File: src/sfrd_pkg.sv
// Shared types and constants for the SYN flood rate detector.
// Used by the controller, the datapath and the top level; no dependencies.
package sfrd_pkg;

   localparam int CSR_IDX_W = 3;
   localparam int CSR_DATA_W = 32;

   localparam logic [CSR_IDX_W-1:0] CSR_EWMA_THRESHOLD   = 3'd0;
   localparam logic [CSR_IDX_W-1:0] CSR_SYN_THRESHOLD    = 3'd1;
   localparam logic [CSR_IDX_W-1:0] CSR_SMOOTHING_WEIGHT = 3'd2;
   localparam logic [CSR_IDX_W-1:0] CSR_SPIKE_LIMIT      = 3'd3;
   localparam logic [CSR_IDX_W-1:0] CSR_IDLE_WINDOW      = 3'd4;
   localparam logic [CSR_IDX_W-1:0] CSR_ALERT_HOLDOFF    = 3'd5;
   localparam logic [CSR_IDX_W-1:0] CSR_SYN_FLOOR        = 3'd6;

   localparam logic [23:0] CNT_MAX = 24'hFFFFFF;
   localparam logic [16:0] ALPHA_ONE = 17'd65536;

   typedef struct packed {
      logic        valid;
      logic [31:0] tag;
      logic [31:0] last_seen;
      logic [23:0] syn_cnt;
      logic [23:0] synack_cnt;
      logic [31:0] average;
      logic        started;
      logic [31:0] prior;
      logic        alert_seen;
      logic [31:0] last_alert;
   } entry_type;

   typedef struct packed {
      logic clear;
      logic load;
      logic prep;
      logic mul1;
      logic mul2;
      logic sum;
      logic finish;
   } cmd_type;

   typedef struct packed {
      logic clear_done;
      logic div_done;
   } status_type;

endpackage

File: src/sfrd_ctrl.sv
// Controller state machine sequencing the table sweep and per-packet steps.
// Depends on sfrd_pkg.
module sfrd_ctrl
   import sfrd_pkg::*;
(
   input  logic       clock,
   input  logic       reset,
   input  logic       start,
   input  status_type status,
   output cmd_type    cmd,
   output logic       busy,
   output logic       rsp_valid
);
   localparam logic [3:0] ST_CLEAR  = 4'd0;
   localparam logic [3:0] ST_IDLE   = 4'd1;
   localparam logic [3:0] ST_READ   = 4'd2;
   localparam logic [3:0] ST_PREP   = 4'd3;
   localparam logic [3:0] ST_DIV    = 4'd4;
   localparam logic [3:0] ST_MUL1   = 4'd5;
   localparam logic [3:0] ST_MUL2   = 4'd6;
   localparam logic [3:0] ST_SUM    = 4'd7;
   localparam logic [3:0] ST_FINISH = 4'd8;

   logic [3:0] state_ff, state_in;
   logic       valid_ff;

   always_comb begin
      state_in = state_ff;
      case (state_ff)
         ST_CLEAR:  if (status.clear_done) state_in = ST_IDLE;
         ST_IDLE:   if (start) state_in = ST_READ;
         ST_READ:   state_in = ST_PREP;
         ST_PREP:   state_in = ST_DIV;
         ST_DIV:    if (status.div_done) state_in = ST_MUL1;
         ST_MUL1:   state_in = ST_MUL2;
         ST_MUL2:   state_in = ST_SUM;
         ST_SUM:    state_in = ST_FINISH;
         ST_FINISH: state_in = ST_IDLE;
         default:   state_in = ST_IDLE;
      endcase
   end

   always_ff @(posedge clock) begin
      if (reset) begin
         state_ff <= ST_CLEAR;
         valid_ff <= 1'b0;
      end else begin
         state_ff <= state_in;
         valid_ff <= (state_ff == ST_FINISH);
      end
   end

   assign busy = (state_ff != ST_IDLE);
   assign rsp_valid = valid_ff;
   assign cmd.clear  = (state_ff == ST_CLEAR);
   assign cmd.load   = (state_ff == ST_IDLE) && start;
   assign cmd.prep   = (state_ff == ST_PREP);
   assign cmd.mul1   = (state_ff == ST_MUL1);
   assign cmd.mul2   = (state_ff == ST_MUL2);
   assign cmd.sum    = (state_ff == ST_SUM);
   assign cmd.finish = (state_ff == ST_FINISH);
endmodule

File: config.mk
export PLATFORM = sky130hd
export DESIGN_NAME = sfrd_ctrl
export DESIGN_NICKNAME = d
export VERILOG_FILES = /design/src/sfrd_pkg.sv /design/src/sfrd_ctrl.sv
export SDC_FILE = /design/constraint.sdc
export NUM_CORES = 1
export LEC_CHECK = 0
export ABC_AREA = 1
export BUFFER_PORTS_ARGS = -buffer_cell sky130_fd_sc_hd__buf_2
export CORE_AREA = 3 3 40 42
export DETAILED_ROUTE_END_ITERATION = 6
export DIE_AREA = 0 0 43 45
export GPL_ROUTABILITY_DRIVEN = 0
export PLACE_DENSITY = 0.53
export REMOVE_ABC_BUFFERS = 1
export SYNTH_ARGS = -nofsm -noshare
export SYNTH_HDL_FRONTEND = slang
export SYNTH_SLANG_ARGS = --single-unit
File: constraint.sdc
create_clock -name clock -period 1.9 [get_ports clock]
set_input_delay 0.095 -clock clock [delete_from_list [all_inputs] [get_ports clock]]
set_output_delay 0.095 -clock clock [all_outputs]
set_load 0.01 [all_outputs]
# --- Word level (Yosys, flattened, before mapping) ---
# Cells that the tools add are included.
word_totals:
  inputBits: 5
  register_bits: 5
  wordCells: 21
op_classes:
  muxes: 4
  n_eq_ne: 12
  reduce_logical: 3
ops:
  columns: ["operator", "count"]
  rows:
  - ["4-bit case mux with 8 select lines", 1]
  - ["4-bit by 3-bit equality test with 1-bit output (second input constant)", 4]
  - ["4-bit two-way mux", 3]
  - ["4-bit by 2-bit equality test with 1-bit output (second input constant)", 2]
  - ["2-bit != test (second input constant)", 3]
  - ["4-bit by 1-bit equality test with 1-bit output (second input constant)", 1]
  - ["4-bit equality test (second input constant)", 1]
  - ["4-bit logical NOT", 1]
  - ["4-bit by 1-bit != test with 1-bit output (second input constant)", 1]
  - ["3-bit AND reduction", 1]
  - ["1-bit logical AND", 1]

# --- Logic depth before layout (Yosys ltp) ---
depth:
  word_depth: 3
  depth_mapped: 6
  depth_no_buf: 6

# --- Worst setup path after synthesis ---
# OpenSTA, ideal clock, no wires.
synth_timing:
  path_kind: "register to output"
  startpoint: "register state_ff[2]"
  endpoint: "output port cmd[2] in the netlist's numbering"
  path_slack_ns: 0.953
  arrival_ns: 0.852
  required_ns: 1.805
  stages_incl_launch_ff: 5
  n_path_buf: 0
  path_cell_list: "dfxtp_1 inv_2 nor2_2 inv_1 nor3_1"
synth_rtl:
  columns: ["element", "line", "text"]
  rows:
  - ["from (decl)", "sfrd_ctrl.sv:24", "logic [3:0] state_ff, state_in;"]
  - ["from (signal assigned)", "sfrd_ctrl.sv:48", "state_ff <= state_in;"]
  - ["to (decl)", "sfrd_ctrl.sv:10", "output cmd_type cmd,"]

==> results.txt <==
Worst-path cell chain - inv_2 -> nor2_2 -> inv_1 -> nor3_1 -> buf_2
Post-synth cell types - 15
Unrepaired setup endpoints after global routing - no
GR Overflow Total - 0
CP max stage delay - 390 ps
Initial core utilization - 0.234
Via count - 303
Row count - 13
Final net count - 65
Resize count post-CTS - 0
Post-synthesis sequential area ratio - 0.333
Max Freq - 793 MHz
CP Launch Type - register
Slew Viols, Final - 0
CP bufs+invs - 3
Clk pwr share - 0.367
Max-slew headroom - 0.843
Fin crit period - 1260 ps
Yosys reg bits - 5
Clk sinks - 5
Final hold viol count - 0
Mean number of vias per cell - 4.09
CTS tree - done
Run status - completed
Setup CP Type - reg2out
Leak - 0.197 nW
Pwr Density - 801 nW/um2
Routed wire length - 636 um
DIE AREA - 1940 um2
Largest fanout on the critical path - 4
CP delay by family, top - flip-flops
Inst Count DP - 70
Clock Path Buffers - 2
Synthesized area per cell - 7.15 um2
Synthesis Warnings - 0
1st-pass router iterations - 2
# DRC - 0
First-pass GRT wire length - 1180 um
CP required - 1800 ps
Net switching power - 0.104 mW
Setup tns final - 0 ps
Synth Cell Area - 300 um2
Clock skew - 3.13 ps
Clock Latency Late Sink - 240 ps
Comb pwr share - 0.255
Die width - 43 um
Root Driver - clkbuf_4
H-tree Lvls - 1
Critical Path AT - 1170 ps
Vias in the first global route - 293
Number of top-level pins - 14
# port buffers - 13
CP Capture Type - output port
Number of hold buffers added after cts - 0
Core area - 1280 um2
Clock-pin transition on the worst setup and hold timing paths - 40 ps
Post-DP HPWL - 525 um
Syn Inst Count - 42
Initial antenna violation count - 0
Worst Tran Pin Value - 235 ps
Initial DRC count - 3
CTS Buf Count - 3
Setup-failing EPs final - 0
Area growth syn-to-layout - 36.7%
Min-delay worst type - in2reg
DR WL/cell - 8.59 um
Post-CTS Setup Repair Bufs - 0
Sequential power share - 0.378
Final period utilization - 0.664
Sw frac - 0.317
Layout cells sized above 1 - 0.525
Max Cap Viol - 0
Die Y-Extent - 45 um
Largest net degree at the start of global routing - 6
VDD IR max - 0.375 mV
Tot Pwr - 0.329 mW
CP max-delay cell - dfxtp_1
Ant diodes - 0
Total GRT Usage - 0.0866
Fin cells - 74
Final ANT Viol Nets - 0
Pint - 0.225 mW
[state kept, by name (all words and copies together), names as in the netlist]
name and count:
state_ff 4, rsp_valid 1
[final cells by class]
cell class / instances / area, um2
clock buffer: 4 / 26.3
inverter: 10 / 37.5
sequential: 5 / 100
fill: 149 / 875
tap: 15 / 18.8
timing repair buffer: 13 / 65.1
multi-input combinational: 27 / 163
[worst register-to-register path: cells and delay by family (launching register included)]
family        cells  cell delay, ps
simple gates      5             480
flops             1             440
[Yosys cell counts]
cell type  n  share of area
inv_1      6          0.075
nor2_2     6           0.13
dfxtp_1    5           0.33
inv_2      4          0.050
nor3_1     4          0.067
nand2_1    3          0.037
nand3_1    3          0.050
nor2_1     3          0.037
nand3b_1   2          0.050
a21oi_2    1          0.029
nand2_2    1          0.021
nand3_2    1          0.033
nor2_4     1          0.037
nor3_2     1          0.033
nor4_1     1          0.021
[cells in the final DEF (no fill, tap or decap)]
master | Yosys | final
nand3_1 | 3 | 3
inv_1 | 6 | 6
nor3_2 | 1 | 1
nand2_2 | 1 | 1
dfxtp_1 | 5 | 5
a21oi_2 | 1 | 1
nand3b_1 | 2 | 2
buf_2 | 0 | 13
nand3_2 | 1 | 1
inv_2 | 4 | 4
nor2_4 | 1 | 1
clkbuf_1 | 0 | 1
nor3_1 | 4 | 4
nor4_1 | 1 | 1
clkbuf_4 | 0 | 3
nor2_1 | 3 | 3
nor2_2 | 6 | 6
nand2_1 | 3 | 3
[per-stage QoR]
| step | area [um2] | setup WS [ps] | hold slack, ps | util |
|---|---|---|---|---|
| 5_1_grt | 410 | 489 | 101 | 0.319 |
| 4_1_cts | 410 | 614 | 74.6 | 0.319 |
| 2_1_floorplan | 300 | 953 | 157 | - |
| 3_3_place_gp | 384 | 905 | 333 | 0.299 |
| 3_5_place_dp | 384 | 883 | 333 | 0.299 |
| 6_report | 410 | 639 | 85.5 | 0.319 |
[path summary, 6_finish.rpt]
path | start | endpoint | slack (ps) | cells past startpoint
hold / removal | reset | state_ff[2] | 90 | 2
setup reg to reg | state_ff[1] | state_ff[0] | 890 | 5
setup / recovery | state_ff[2] | cmd[2] | 640 | 5
hold reg to reg | state_ff[2] | rsp_valid | 520 | 1
[kinds of logic (layout without fill, tap and decap cells)]
logic type,Yosys count,in the layout,synth area share
buffers and inverters,10,27,0.125
DFF,5,5,0.333
and+or+nand+nor,26,26,0.513
AOI/OAI and AO/OA,1,1,0.0292
[power by group through the flow]
stage          sequential (mW)  combinational, mW  clock [mW]
6_report                 0.124             0.0839       0.121
5_1_grt                  0.125             0.0952       0.135
4_1_cts                  0.124             0.0855       0.128
3_5_place_dp             0.126             0.0849           0
3_3_place_gp             0.126             0.0852           0
2_1_floorplan            0.123             0.0613           0
[per-layer routing]
metal | up-vias | wire length, um | track usage
li1 | 166 | - | -
met1 | 127 | 304 | 0.111
met2 | 10 | 280 | 0.111
met3 | 0 | 51 | 0.0598
met4 | 0 | 0 | 0.0361
met5 | - | 0 | 0
No activity file was read; power rests on OpenSTA's default activity.
